**src/hdl/bdc_pkg.sv**
```systemverilog
package bdc_pkg;

  localparam int N_BTN       = 4;
  localparam int CODE_LENGTH = 12;
  localparam int STORE_DEPTH = 12;
  localparam int STORE_IDX_W = $clog2(STORE_DEPTH);
  localparam int CODE_W      = 3;
  localparam int WORD_W      = CODE_W * STORE_DEPTH;
  localparam int SLOTS       = N_BTN + 1;
  localparam int SLOT_W      = $clog2(SLOTS);
  localparam int QDEPTH      = 4;
  localparam int QPTR_W      = $clog2(QDEPTH);
  localparam int QCNT_W      = $clog2(QDEPTH + 1);
  localparam int TIME_W      = 32;
  localparam int CFG_W       = 16;
  localparam int CFG_IDX_W   = 1;
  localparam int IN_DATA_W   = 40;
  localparam int OUT_DATA_W  = 40;

  localparam int BTN_RED    = 0;
  localparam int BTN_YELLOW = 1;
  localparam int BTN_GREEN  = 2;
  localparam int BTN_BLUE   = 3;

  localparam logic [CFG_IDX_W-1:0] CFG_DEBOUNCE = 1'b0;
  localparam logic [CFG_IDX_W-1:0] CFG_HOLD     = 1'b1;

  localparam logic [CFG_W-1:0] DEBOUNCE_RESET = 16'd50;
  localparam logic [CFG_W-1:0] HOLD_RESET     = 16'd5000;

  // Digit appended for each button in code-entry mode, in button order.
  localparam logic [CODE_W-1:0] BTN_CODE [N_BTN] = '{3'd1, 3'd3, 3'd4, 3'd2};

  typedef enum logic [2:0] {
    EV_RED       = 3'd0,
    EV_YELLOW    = 3'd1,
    EV_GREEN     = 3'd2,
    EV_BLUE      = 3'd3,
    EV_CODE_DONE = 3'd4,
    EV_ENTRY     = 3'd5
  } event_t;

  typedef struct packed {
    logic [SLOTS-1:0]         mask;
    event_t [SLOTS-1:0]       ev;
    logic [WORD_W-1:0]        word;
  } bundle_t;

  typedef struct packed {
    logic    valid;
    bundle_t bundle;
  } push_t;

  typedef struct packed {
    logic              empty;
    logic [QCNT_W-1:0] count;
  } q_stat_t;

endpackage

```
**src/hdl/bdc_front.sv**
```systemverilog
module bdc_front (
  input  logic                       clk,
  input  logic                       rst,
  input  logic                       in_valid,
  input  logic [bdc_pkg::TIME_W-1:0] now_ms,
  input  logic [bdc_pkg::N_BTN-1:0]  levels,
  input  logic [bdc_pkg::CFG_W-1:0]  settle_ms,
  input  logic [bdc_pkg::CFG_W-1:0]  hold_ms,
  output logic                       busy,
  output bdc_pkg::push_t             push
);
  import bdc_pkg::*;

  logic [N_BTN-1:0]  raw_previous;
  logic [N_BTN-1:0]  stable_level;
  logic [TIME_W-1:0] change_time [N_BTN];
  logic [TIME_W-1:0] change_time_next [N_BTN];
  logic [TIME_W-1:0] elapsed [N_BTN];
  logic [N_BTN-1:0]  stable_next;

  logic              s1_valid;
  logic [TIME_W-1:0] s1_now;
  logic [N_BTN-1:0]  s1_stab;
  logic [N_BTN-1:0]  s1_old;

  logic [CODE_W-1:0]      code_store [STORE_DEPTH];
  logic [CODE_W-1:0]      code_store_next [STORE_DEPTH];
  logic [STORE_IDX_W-1:0] code_count;
  logic [STORE_IDX_W-1:0] code_count_next;
  logic                   entry_mode;
  logic                   entry_mode_next;
  logic                   hold_valid;
  logic                   hold_valid_next;
  logic [TIME_W-1:0]      hold_start;
  logic [TIME_W-1:0]      hold_start_next;
  logic [TIME_W-1:0]      held;
  logic                   chord;
  logic                   done;
  bundle_t                bundle;

  always_comb begin
    for (int b = 0; b < N_BTN; b++) begin
      change_time_next[b] = (levels[b] != raw_previous[b]) ? now_ms : change_time[b];
      elapsed[b]          = now_ms - change_time_next[b];
      stable_next[b]      = (elapsed[b] >= TIME_W'(settle_ms)) ? levels[b]
                                                               : stable_level[b];
    end
  end

  always_ff @(posedge clk) begin
    if (rst) begin
      raw_previous <= '1;
      stable_level <= '1;
      for (int b = 0; b < N_BTN; b++) begin
        change_time[b] <= '0;
      end
      s1_valid <= 1'b0;
    end else begin
      s1_valid <= in_valid;
      if (in_valid) begin
        raw_previous <= levels;
        stable_level <= stable_next;
        change_time  <= change_time_next;
      end
    end
  end

  always_ff @(posedge clk) begin
    if (in_valid) begin
      s1_now  <= now_ms;
      s1_stab <= stable_next;
      s1_old  <= stable_level;
    end
  end

  // Presses are taken in button order; the code count and mode evolve within one sample.
  always_comb begin
    entry_mode_next = entry_mode;
    code_count_next = code_count;
    code_store_next = code_store;
    hold_valid_next = hold_valid;
    hold_start_next = hold_start;
    bundle          = '0;
    done            = 1'b0;
    for (int b = 0; b < N_BTN; b++) begin
      if (!s1_stab[b] && s1_old[b]) begin
        if (entry_mode_next) begin
          code_store_next[code_count_next] = BTN_CODE[b];
          if (code_count_next == STORE_IDX_W'(CODE_LENGTH - 1)) begin
            bundle.mask[b]  = 1'b1;
            bundle.ev[b]    = EV_CODE_DONE;
            done            = 1'b1;
            code_count_next = '0;
            entry_mode_next = 1'b0;
          end else begin
            code_count_next = code_count_next + 1'b1;
          end
        end else begin
          bundle.mask[b] = 1'b1;
          bundle.ev[b]   = event_t'(3'(b));
        end
      end
    end
    if (done) begin
      for (int i = 0; i < CODE_LENGTH; i++) begin
        bundle.word[CODE_W*i +: CODE_W] = code_store_next[i];
      end
    end
    chord = !s1_stab[BTN_GREEN] && !s1_old[BTN_GREEN] &&
            !s1_stab[BTN_RED] && !s1_old[BTN_RED];
    held  = s1_now - hold_start;
    if (chord) begin
      if (!entry_mode_next && !hold_valid) begin
        hold_start_next = s1_now;
        hold_valid_next = 1'b1;
      end else if (!entry_mode_next && held > TIME_W'(hold_ms)) begin
        entry_mode_next      = 1'b1;
        bundle.mask[SLOTS-1] = 1'b1;
        bundle.ev[SLOTS-1]   = EV_ENTRY;
      end
    end else begin
      hold_valid_next = 1'b0;
      hold_start_next = '0;
    end
  end

  always_ff @(posedge clk) begin
    if (rst) begin
      code_count <= '0;
      entry_mode <= 1'b0;
      hold_valid <= 1'b0;
      hold_start <= '0;
    end else if (s1_valid) begin
      code_count <= code_count_next;
      entry_mode <= entry_mode_next;
      hold_valid <= hold_valid_next;
      hold_start <= hold_start_next;
    end
  end

  always_ff @(posedge clk) begin
    if (s1_valid) begin
      code_store <= code_store_next;
    end
  end

  assign busy        = s1_valid;
  assign push.valid  = s1_valid && (|bundle.mask);
  assign push.bundle = bundle;

endmodule

```
**src/hdl/bdc_queue.sv**
```systemverilog
module bdc_queue (
  input  logic              clk,
  input  logic              rst,
  input  bdc_pkg::push_t    push,
  input  logic              pop,
  output bdc_pkg::bundle_t  head,
  output bdc_pkg::q_stat_t  stat
);
  import bdc_pkg::*;

  bundle_t           slots [QDEPTH];
  logic [QPTR_W-1:0] wr_ptr;
  logic [QPTR_W-1:0] rd_ptr;
  logic [QCNT_W-1:0] count;

  always_ff @(posedge clk) begin
    if (push.valid) begin
      slots[wr_ptr] <= push.bundle;
    end
  end

  always_ff @(posedge clk) begin
    if (rst) begin
      wr_ptr <= '0;
      rd_ptr <= '0;
      count  <= '0;
    end else begin
      if (push.valid) begin
        wr_ptr <= wr_ptr + 1'b1;
      end
      if (pop) begin
        rd_ptr <= rd_ptr + 1'b1;
      end
      count <= count + QCNT_W'(push.valid) - QCNT_W'(pop);
    end
  end

  assign head       = slots[rd_ptr];
  assign stat.empty = (count == '0);
  assign stat.count = count;

endmodule

```
**src/hdl/bdc_back.sv**
```systemverilog
module bdc_back (
  input  logic                       clk,
  input  logic                       rst,
  input  bdc_pkg::bundle_t           head,
  input  bdc_pkg::q_stat_t           stat,
  output logic                       pop,
  input  logic                       out_ready,
  output logic                       out_valid,
  output bdc_pkg::event_t            out_event,
  output logic [bdc_pkg::WORD_W-1:0] out_word,
  output logic                       out_last
);
  import bdc_pkg::*;

  logic              cur_valid;
  bundle_t           cur;
  logic [SLOT_W-1:0] pick;
  logic [SLOTS-1:0]  rest;
  logic              load;
  logic              finish;

  always_comb begin
    pick = '0;
    for (int i = SLOTS - 1; i >= 0; i--) begin
      if (cur.mask[i]) begin
        pick = SLOT_W'(i);
      end
    end
    rest       = cur.mask;
    rest[pick] = 1'b0;
    load       = cur_valid && (!out_valid || out_ready);
    finish     = load && (rest == '0);
    pop        = !stat.empty && (!cur_valid || finish);
  end

  always_ff @(posedge clk) begin
    if (rst) begin
      cur_valid <= 1'b0;
      out_valid <= 1'b0;
    end else begin
      if (pop) begin
        cur_valid <= 1'b1;
      end else if (finish) begin
        cur_valid <= 1'b0;
      end
      if (load) begin
        out_valid <= 1'b1;
      end else if (out_ready) begin
        out_valid <= 1'b0;
      end
    end
  end

  always_ff @(posedge clk) begin
    if (pop) begin
      cur <= head;
    end else if (load) begin
      cur.mask <= rest;
    end
    if (load) begin
      out_event <= cur.ev[pick];
      out_word  <= (cur.ev[pick] == EV_CODE_DONE) ? cur.word : '0;
      out_last  <= (rest == '0);
    end
  end

endmodule

```
**src/hdl/button_debounce_chord_code_entry.sv**
```systemverilog
// Debouncer for four active-low buttons with chord-started code entry.
// Input stream: one request per pin sample, tdata holds the millisecond
// timestamp and the red, yellow, green and blue levels. Output stream: one
// request per event; tlast marks the final event caused by a sample, and a
// sample that causes no event gives no output at all.
// A sample is accepted every cycle while the result queue has room. The
// front end debounces in one register stage and classifies in the next,
// then writes up to five events as one entry into a four-entry queue. The
// back end sends one event per cycle from the output register while the
// receiver is ready; a sample's events pass the queue and a current-entry
// register on the way, and several events of one sample go out in turn.
// When the receiver stalls, the output register holds its event, the queue
// fills, and tready drops once the queue and the classify stage together
// could no longer take another sample.
// Reset clears the queue, the output, the debounce state (all buttons
// released), the code count, code-entry mode and the chord hold, and loads
// a settle time of 50 ms and a hold time of 5000 ms. The user must write
// registers through cfg_we, cfg_index and cfg_data only while idle; not enforced.
module button_debounce_chord_code_entry (
  input  logic                          clk,
  input  logic                          rst,
  input  logic                          cfg_we,
  input  logic [bdc_pkg::CFG_IDX_W-1:0] cfg_index,
  input  logic [bdc_pkg::CFG_W-1:0]     cfg_data,
  input  logic                          s_tvalid,
  output logic                          s_tready,
  // now_ms[31:0], red_level[32], yellow_level[33], green_level[34], blue_level[35], zero pad.
  input  logic [bdc_pkg::IN_DATA_W-1:0] s_tdata,
  output logic                          m_tvalid,
  input  logic                          m_tready,
  // event_res[2:0], code_word[38:3], zero pad.
  output logic [bdc_pkg::OUT_DATA_W-1:0] m_tdata,
  output logic                          m_tlast
);
  import bdc_pkg::*;

  localparam int OUT_PAD = OUT_DATA_W - WORD_W - 3;

  logic [CFG_W-1:0]  settle_ms;
  logic [CFG_W-1:0]  hold_ms;
  logic              accept;
  logic              front_busy;
  push_t             push;
  bundle_t           head;
  q_stat_t           stat;
  logic              pop;
  event_t            out_event;
  logic [WORD_W-1:0] out_word;

  always_ff @(posedge clk) begin
    if (rst) begin
      settle_ms <= DEBOUNCE_RESET;
      hold_ms   <= HOLD_RESET;
    end else if (cfg_we) begin
      unique case (cfg_index)
        CFG_DEBOUNCE: settle_ms <= cfg_data;
        CFG_HOLD:     hold_ms   <= cfg_data;
      endcase
    end
  end

  assign s_tready = (stat.count + QCNT_W'(front_busy)) < QCNT_W'(QDEPTH);
  assign accept   = s_tvalid && s_tready;

  bdc_front u_front (
    .clk       (clk),
    .rst       (rst),
    .in_valid  (accept),
    .now_ms    (s_tdata[TIME_W-1:0]),
    .levels    (s_tdata[TIME_W +: N_BTN]),
    .settle_ms (settle_ms),
    .hold_ms   (hold_ms),
    .busy      (front_busy),
    .push      (push)
  );

  bdc_queue u_queue (
    .clk  (clk),
    .rst  (rst),
    .push (push),
    .pop  (pop),
    .head (head),
    .stat (stat)
  );

  bdc_back u_back (
    .clk       (clk),
    .rst       (rst),
    .head      (head),
    .stat      (stat),
    .pop       (pop),
    .out_ready (m_tready),
    .out_valid (m_tvalid),
    .out_event (out_event),
    .out_word  (out_word),
    .out_last  (m_tlast)
  );

  assign m_tdata = {{OUT_PAD{1'b0}}, out_word, out_event};

endmodule

```
**config.mk**
```make
export PLATFORM = sky130hd
export DESIGN_NAME = button_debounce_chord_code_entry
export DESIGN_NICKNAME = d
export VERILOG_FILES = /design/src/hdl/bdc_pkg.sv /design/src/hdl/bdc_front.sv /design/src/hdl/bdc_queue.sv /design/src/hdl/bdc_back.sv /design/src/hdl/button_debounce_chord_code_entry.sv
export SDC_FILE = /design/constraint.sdc
export NUM_CORES = 1
export LEC_CHECK = 0
export BUFFER_PORTS_ARGS = -buffer_cell sky130_fd_sc_hd__buf_2
export CORE_ASPECT_RATIO = 0.6
export CORE_MARGIN = 10
export CORE_UTILIZATION = 59
export CTS_BUF_LIST = sky130_fd_sc_hd__clkbuf_4
export CTS_CLUSTER_SIZE = 12
export DETAILED_ROUTE_END_ITERATION = 6
export PLACE_DENSITY = 0.75
export REMOVE_ABC_BUFFERS = 1
export SLEW_MARGIN = 30
export SYNTH_ARGS = -nofsm -noshare
export SYNTH_HDL_FRONTEND = slang
export SYNTH_SLANG_ARGS = --single-unit
export TNS_END_PERCENT = 100
```
**constraint.sdc**
```tcl
create_clock -name clk -period 7.2 [get_ports clk]
set_input_delay 1.8 -clock clk [delete_from_list [all_inputs] [get_ports clk]]
set_output_delay 1.8 -clock clk [all_outputs]
set_load 0.005 [all_outputs]
```
==> flow_summary.ini, run 1 <==
[routing]
antenna_left = 0
firstDrtPassIters = 7
routedWlPerCell_um = 20.6
vias = 27915
wl_mm = 92.1
initialDrtViolationCount = 2743
drc = 0
avgViaCountPerCell = 6.24

[timing]
report.final.hold_viol_count = 0
setup_ws_ps = 300
fin_crit_sh_pct = 95.8
hold_ws_ps = 450
fin_skew_ps = 52.8
slew_headroom_pct = 39.3
fin_crit_ps = 6900
finalSetupTns_ps = 0
setup_violations = 0
grt_setup_unrepaired = false
maxSlewViolCount = 0
fmax_ghz = 0.145
worst_pin_slew_ps = 910

[clocking]
clk_latency_ps = 950
htreeDepth = 4
cts_resized = 0
path_clk_slew_ps = 80
cts_setup_buffers = 0
ctsHoldBuffers = 0
clock-sinks = 572
cts_buffer_depth = 3
cts_tree = yes
numCtsBuffers = 138
clockRootBuffer = clkbuf_4

[global_routing]
grt_overflow = 0
grt_max_degree = 159
grt_pass1_vias = 26736
antenna_found_initial = 5
grt_pass1_wl_mm = 145
grt_use_total_pct = 26.7

[critical_path]
cp.arrival_ps = 7570
worst_setup_path_start_kind = primary input
cp.required_ps = 7870
worst-setup-path-type = in2reg
worst_setup_path_end_kind = register
crit_fanout = 9

[power]
leakagePower_nw = 14.7
vdd_drop_max_mv = 0.231
power_density_nw_per_um2 = 326

[floorplanning]
placementRows = 68
coreArea_um2 = 57300
initial_core_util_pct = 59.4
ios = 105
die_h_um = 206
die_area_um2 = 67900
die_w_um = 330

[flow_run]
drv_cap = 0

[synth]
async_flop_share_pct = 0
syn_area_um2 = 34000
synth_most_common_cell = edfxtp_1
synth_edf_count = 354
postSynthRegisterBits = 572
synth_seq_area_share_pct = 44.1
avgSynthCellArea_um2 = 10.1
synth_top_area_cell = edfxtp_1
synth.distinct_cells = 95
netlist_top_cells_count = 354 x edfxtp_1, 303 x nor2_1, 281 x nand2_1
yosysWarnings = 0
synth.area.top_cells = edfxtp_1 31%, dfxtp_1 13%, ha_1 9.5%
ys.flop_type = edfxtp_1
synth_cells = 3375
synth.top_cell.area_share_pct = 31.3

[placement]
dp_hpwl_mm = 67.7
postPlaceCellArea_um2 = 36100
place.gp.congestion = 0.960
io_buffers = 99
place_ws_ps = -593

[worst_hold_path]
hold_class = reg2reg

[cells_and_area]
drive_above_1_share_pct = 16.2
area_growth_pct = 11.5
num-nets-final = 3930
post-route-util_pct = 66.2
fin_area_um2 = 37900

[run_status]
run_status = completed
[cell families after synthesis]
logic type | count (synthesis) | share of synthesized area [%]
AO/OA/AOI/OAI | 867 | 16.8
flip-flops | 572 | 44.1
buffers and inverters | 300 | 3.49
multiplexers | 202 | 7.77
XOR/XNOR | 106 | 2.75
AND/OR/NAND/NOR | 1063 | 15.3
other | 1 | 0.0110
adder cells (fa/ha/maj) | 264 | 9.84
[placed cells by master (no fill, tap or decap), drive strengths merged, types with 23 or more instances in the layout]
master | netlist | layout
a211oi | 157 | 157
a21o | 65 | 65
a21oi | 266 | 266
a31oi | 24 | 24
and2 | 59 | 59
and3 | 24 | 24
buf | 24 | 244
clkbuf | 130 | 198
dfxtp | 218 | 218
edfxtp | 354 | 354
ha | 257 | 257
inv | 144 | 150
mux2i | 138 | 138
mux4 | 48 | 48
nand2 | 281 | 281
nand2b | 39 | 39
nand3 | 102 | 102
nand4 | 39 | 39
nor2 | 305 | 305
nor2b | 54 | 54
nor3 | 59 | 59
o211ai | 23 | 23
o21ai | 130 | 130
xnor2 | 63 | 63
xor2 | 43 | 43
[sequential cells by signal, indices dropped and copies added (netlist names), 4 cells and up, named ones only]
name	count
u_queue.slots	192
u_front.change_time	128
u_back.cur	49
u_back.out_word	36
u_front.code_store	33
u_front.hold_start	32
u_front.s1_now	32
hold_ms	16
settle_ms	16
u_front.code_count	4
u_front.raw_previous	4
u_front.s1_old	4
u_front.s1_stab	4
u_front.stable_level	4
[metrics by stage]
| stage | cells | power, mW |
|---|---|---|
| global placement | 4235 | 9.28 |
| CTS | 4465 | 12.3 |
| global route | 4470 | 13.2 |
| detailed placement | 4235 | 9.48 |
| finish | 4471 | 12.4 |
| floorplan | 3221 | 8.03 |
[worst max-delay path, cell delays in order]
cell and delay (ps):
buf_2 140, xor2_4 170, buf_12 160, mux2i_1 250, ha_1 290, a2111o_1 430, o211a_1 230, a22o_1 220
or2_2 300, a21oi_1 220, xnor2_1 160, ha_1 260, a21o_1 160, a21o_1 180, a22oi_1 200, nand4_1 120
nor4_1 250, o221ai_1 150, or4_1 530, or4_1 540, nor4_2 310, buf_4 170, mux2_1 310
[final cells by class]
| type | count | area, um^2 |
|---|---|---|
| diodes | 6 | 15.0 |
| clock buffers | 198 | 1490 |
| clock inverters | 32 | 317 |
| fillers | 4463 | 19300 |
| inverters | 146 | 556 |
| multi-input cells | 2503 | 17900 |
| flip-flops and latches | 572 | 15000 |
| well taps | 770 | 963 |
| repair buffers | 244 | 1640 |
[where the power goes]
group	leakage [nW]	switching [mW]	internal (mW)	total, mW
clock	1.07	1.36	1.48	2.84
sequential	5.05	0.252	4.19	4.44
combinational	8.63	2.96	2.12	5.07
[final timing paths]
kind	start	end	slack, ps	depth (start not counted)
setup / recovery	s_tdata[32]	u_front.s1_stab[0]$_DFFE_PP_	300	23
hold / removal	u_front.stable_level[1]$_SDFFE_PP1P_	u_front.s1_old[1]$_DFFE_PP_	450	0
setup reg to reg	u_front.raw_previous[0]$_SDFFE_PP1P_	u_front.s1_stab[0]$_DFFE_PP_	900	22
hold reg to reg	u_front.stable_level[1]$_SDFFE_PP1P_	u_front.s1_old[1]$_DFFE_PP_	450	0
[metal layers]
metal	global-route usage (%)	share of wire, %
met1	40.9	49
met2	37.7	41
met3	5.77	9.0
met4	6.87	1.9
met5	0	0
Note: power is estimated with default switching activity, not from simulation.
==> inputs of run 2 (changes only) <==
--- a/config.mk
+++ b/config.mk
@@ -8,11 +8,11 @@
 export BUFFER_PORTS_ARGS = -buffer_cell sky130_fd_sc_hd__buf_2
 export CORE_ASPECT_RATIO = 0.6
 export CORE_MARGIN = 10
-export CORE_UTILIZATION = 59
+export CORE_UTILIZATION = 60
 export CTS_BUF_LIST = sky130_fd_sc_hd__clkbuf_4
 export CTS_CLUSTER_SIZE = 12
 export DETAILED_ROUTE_END_ITERATION = 6
-export PLACE_DENSITY = 0.75
+export PLACE_DENSITY = 0.73
 export REMOVE_ABC_BUFFERS = 1
 export SLEW_MARGIN = 30
 export SYNTH_ARGS = -nofsm -noshare
==> constraint.sdc (replaced) <==
create_clock -name clk -period 6.4 [get_ports clk]
set_input_delay 1.6 -clock clk [delete_from_list [all_inputs] [get_ports clk]]
set_output_delay 1.6 -clock clk [all_outputs]
set_load 0.005 [all_outputs]
==> flow_summary.ini, run 2 (synthesized netlist as in run 1, its figures left out) <==
[run_status]
run_status = completed

[power]
leakagePower_nw = 15.6
total_power_mw = 14.2
vdd_drop_max_mv = 0.277
power_density_nw_per_um2 = 362

[clocking]
numCtsBuffers = 134
cts_tree = yes
clk_latency_ps = 910
path_clk_slew_ps = 80
htreeDepth = 4
clockRootBuffer = clkbuf_4
clock-sinks = 572
cts_buffer_depth = 3

[critical_path]
critical_path.startpoint = s_tdata[32]
critPathMaxStageDelay_ps = 500
crit_fanout = 8
timing.rr.end = u_front.s1_stab[0]$_DFFE_PP_
regToRegStartpoint = u_front.raw_previous[0]$_SDFFE_PP1P_
rrSetupSlack_ps = 460
r2r_cells = 22
worst-setup-path-type = in2reg
cp.arrival_ps = 6970
crit_cells = 24
timing.critical_path.mode_cell = buf_4
cp.required_ps = 7030
path_delay_family = simple AND/OR/NAND/NOR gates
worst_setup_path_end_kind = register
crit_path_cell_trace = buf_4 > xor2_4 > buf_12 > buf_4 > mux2i_2 > ha_2 > a2111o_1 > o211a_1 > a22o_1 > or2_2 > a21oi_2 > xnor2_1 > ha_1 > a21o_1 > a21o_1 > a22oi_2 > nand4_1 > nor4_1 > o221ai_1 > or4_4 > or4_4 > nor4_4 > buf_4 > mux2_1
slowest_stage = or4_4
critPathBufInv = 4
worst_setup_path_start_kind = primary input

[timing]
setup_ws_ps = 54.8
fin_crit_sh_pct = 99.1
fin_crit_ps = 6350
fin_skew_ps = 54.0
fmax_ghz = 0.158
setup_violations = 0
maxSlewViolCount = 0
slew_headroom_pct = 41.9
worst_pin_slew_ps = 847
report.final.hold_viol_count = 0
grt_setup_unrepaired = true

[worst_hold_path]
hold_class = reg2reg
hold_end = u_front.hold_start[16]$_SDFFE_PP0P_
holdPathStages = 2
hp-start = u_front.hold_start[16]$_SDFFE_PP0P_

[routing]
vias = 28893
wl_mm = 98.0
drc = 0
antenna_left = 0
firstDrtPassIters = 6
avgViaCountPerCell = 6.22
initialDrtViolationCount = 3195
routedWlPerCell_um = 21.1

[floorplanning]
coreArea_um2 = 55900
die_w_um = 327
initial_core_util_pct = 60.8
placementRows = 67
ios = 105
die_area_um2 = 66900
die_h_um = 204

[placement]
dp.cells = 4399
io_buffers = 99
place_ws_ps = -1360
postPlaceCellArea_um2 = 37500
place.gp.congestion = 0.964
dp_hpwl_mm = 73.3

[flow_run]
drv_cap = 0

[cells_and_area]
reg_top3 = u_queue.slots: 192 flops, u_front.change_time: 128 flops, u_back.cur: 49 flops
layout_commonest_cell = edfxtp_1
fin_area_um2 = 39400
drive_above_1_share_pct = 20.6
most-common-layout-cells = 354 x edfxtp_1, 315 x buf_4, 303 x nor2_1
area_growth_pct = 15.8
post-route-util_pct = 70.4
instances_no_fill = 4642
num-nets-final = 4106
top_register = u_queue.slots
largest_reg_flops = 192

[global_routing]
grt_overflow = 0
antenna_found_initial = 3
grt_max_degree = 123
grt_use_total_pct = 28.6
grt_pass1_vias = 28008
grt_pass1_wl_mm = 153
-- run 2: cell count changes in the layout (fill, tap and decap cells not counted), sizes merged --
cell / previous run / this run
buf: 244 / 424
bufinv: 6 / 1
clkbuf: 198 / 203
clkinv: 21 / 25
diode: 6 / 2
clkinvlp: 1 / 2
inv: 150 / 151
-- run 2: power breakdown --
part / leakage (nW) / total [mW] / internal [mW] / switching [mW]
combinational: 9.52 / 6.24 / 2.73 / 3.51
clock: 1.03 / 3.01 / 1.50 / 1.51
sequential: 5.05 / 5.00 / 4.71 / 0.286
-- run 2: worst max-delay path by stage --
stage	endpoint	slack (ps)
4_1_cts	u_front.s1_stab[0]$_DFFE_PP_	20
3_5_place_dp	u_front.s1_stab[0]$_DFFE_PP_	-1360
5_1_grt	u_front.stable_level[0]$_SDFFE_PP1P_	-100
6_report	u_front.s1_stab[0]$_DFFE_PP_	50
2_1_floorplan	u_front.s1_stab[3]$_DFFE_PP_	-2140
3_3_place_gp	u_front.s1_stab[0]$_DFFE_PP_	-1170
-- run 2: layer usage --
layer / up-vias / GRT usage (%) / routed length, um
met5: - / 0 / 8
met4: 2 / 7.95 / 1900
met3: 182 / 6.95 / 9850
met2: 1475 / 41.4 / 41200
met1: 13735 / 42.1 / 45100
li1: 13499 / - / -
-- run 2: worst reg2reg max path: stages (launching register included) --
cell and delay [ps]:
dfxtp_1 430, xor2_4 180, buf_12 170, mux2i_4 290, ha_4 230, a2111o_1 390
o211a_1 270, a22o_1 200, or2_2 290, a21oi_2 160, xnor2_1 150, ha_1 270
a21o_1 160, a21o_1 170, a22oi_2 160, nand4_1 110, nor4_1 260, o221ai_1 170
or4_4 500, or4_4 450, nor4_4 150, buf_4 170, mux2_1 320
-- run 2: stage by stage --
step	TNS (ps)	hold slack [ps]
detailed placement	-5330	442
floorplan	-237410	424
CTS	0	455
finish	0	453
global route	-188	473
global placement	-4220	435
-- run 2: final cells by class --
cell class              count  area [um^2]
repair buffers            424         3070
fillers                  4146        16600
well taps                 759          950
inverters                 146          556
multi-input cells        2503        18000
diodes                      2         5.00
clock buffers             203         1520
clock inverters            33          196
flip-flops and latches    572        15000
-- run 2: repair_timing --
action,4_1_cts,5_1_grt
buffers inserted,1,5
hold buffers,0,0
pin swaps,4,14
endpoints found under the setup margin,2,3
resized for setup,9,16
hold endpoints to repair,0,0
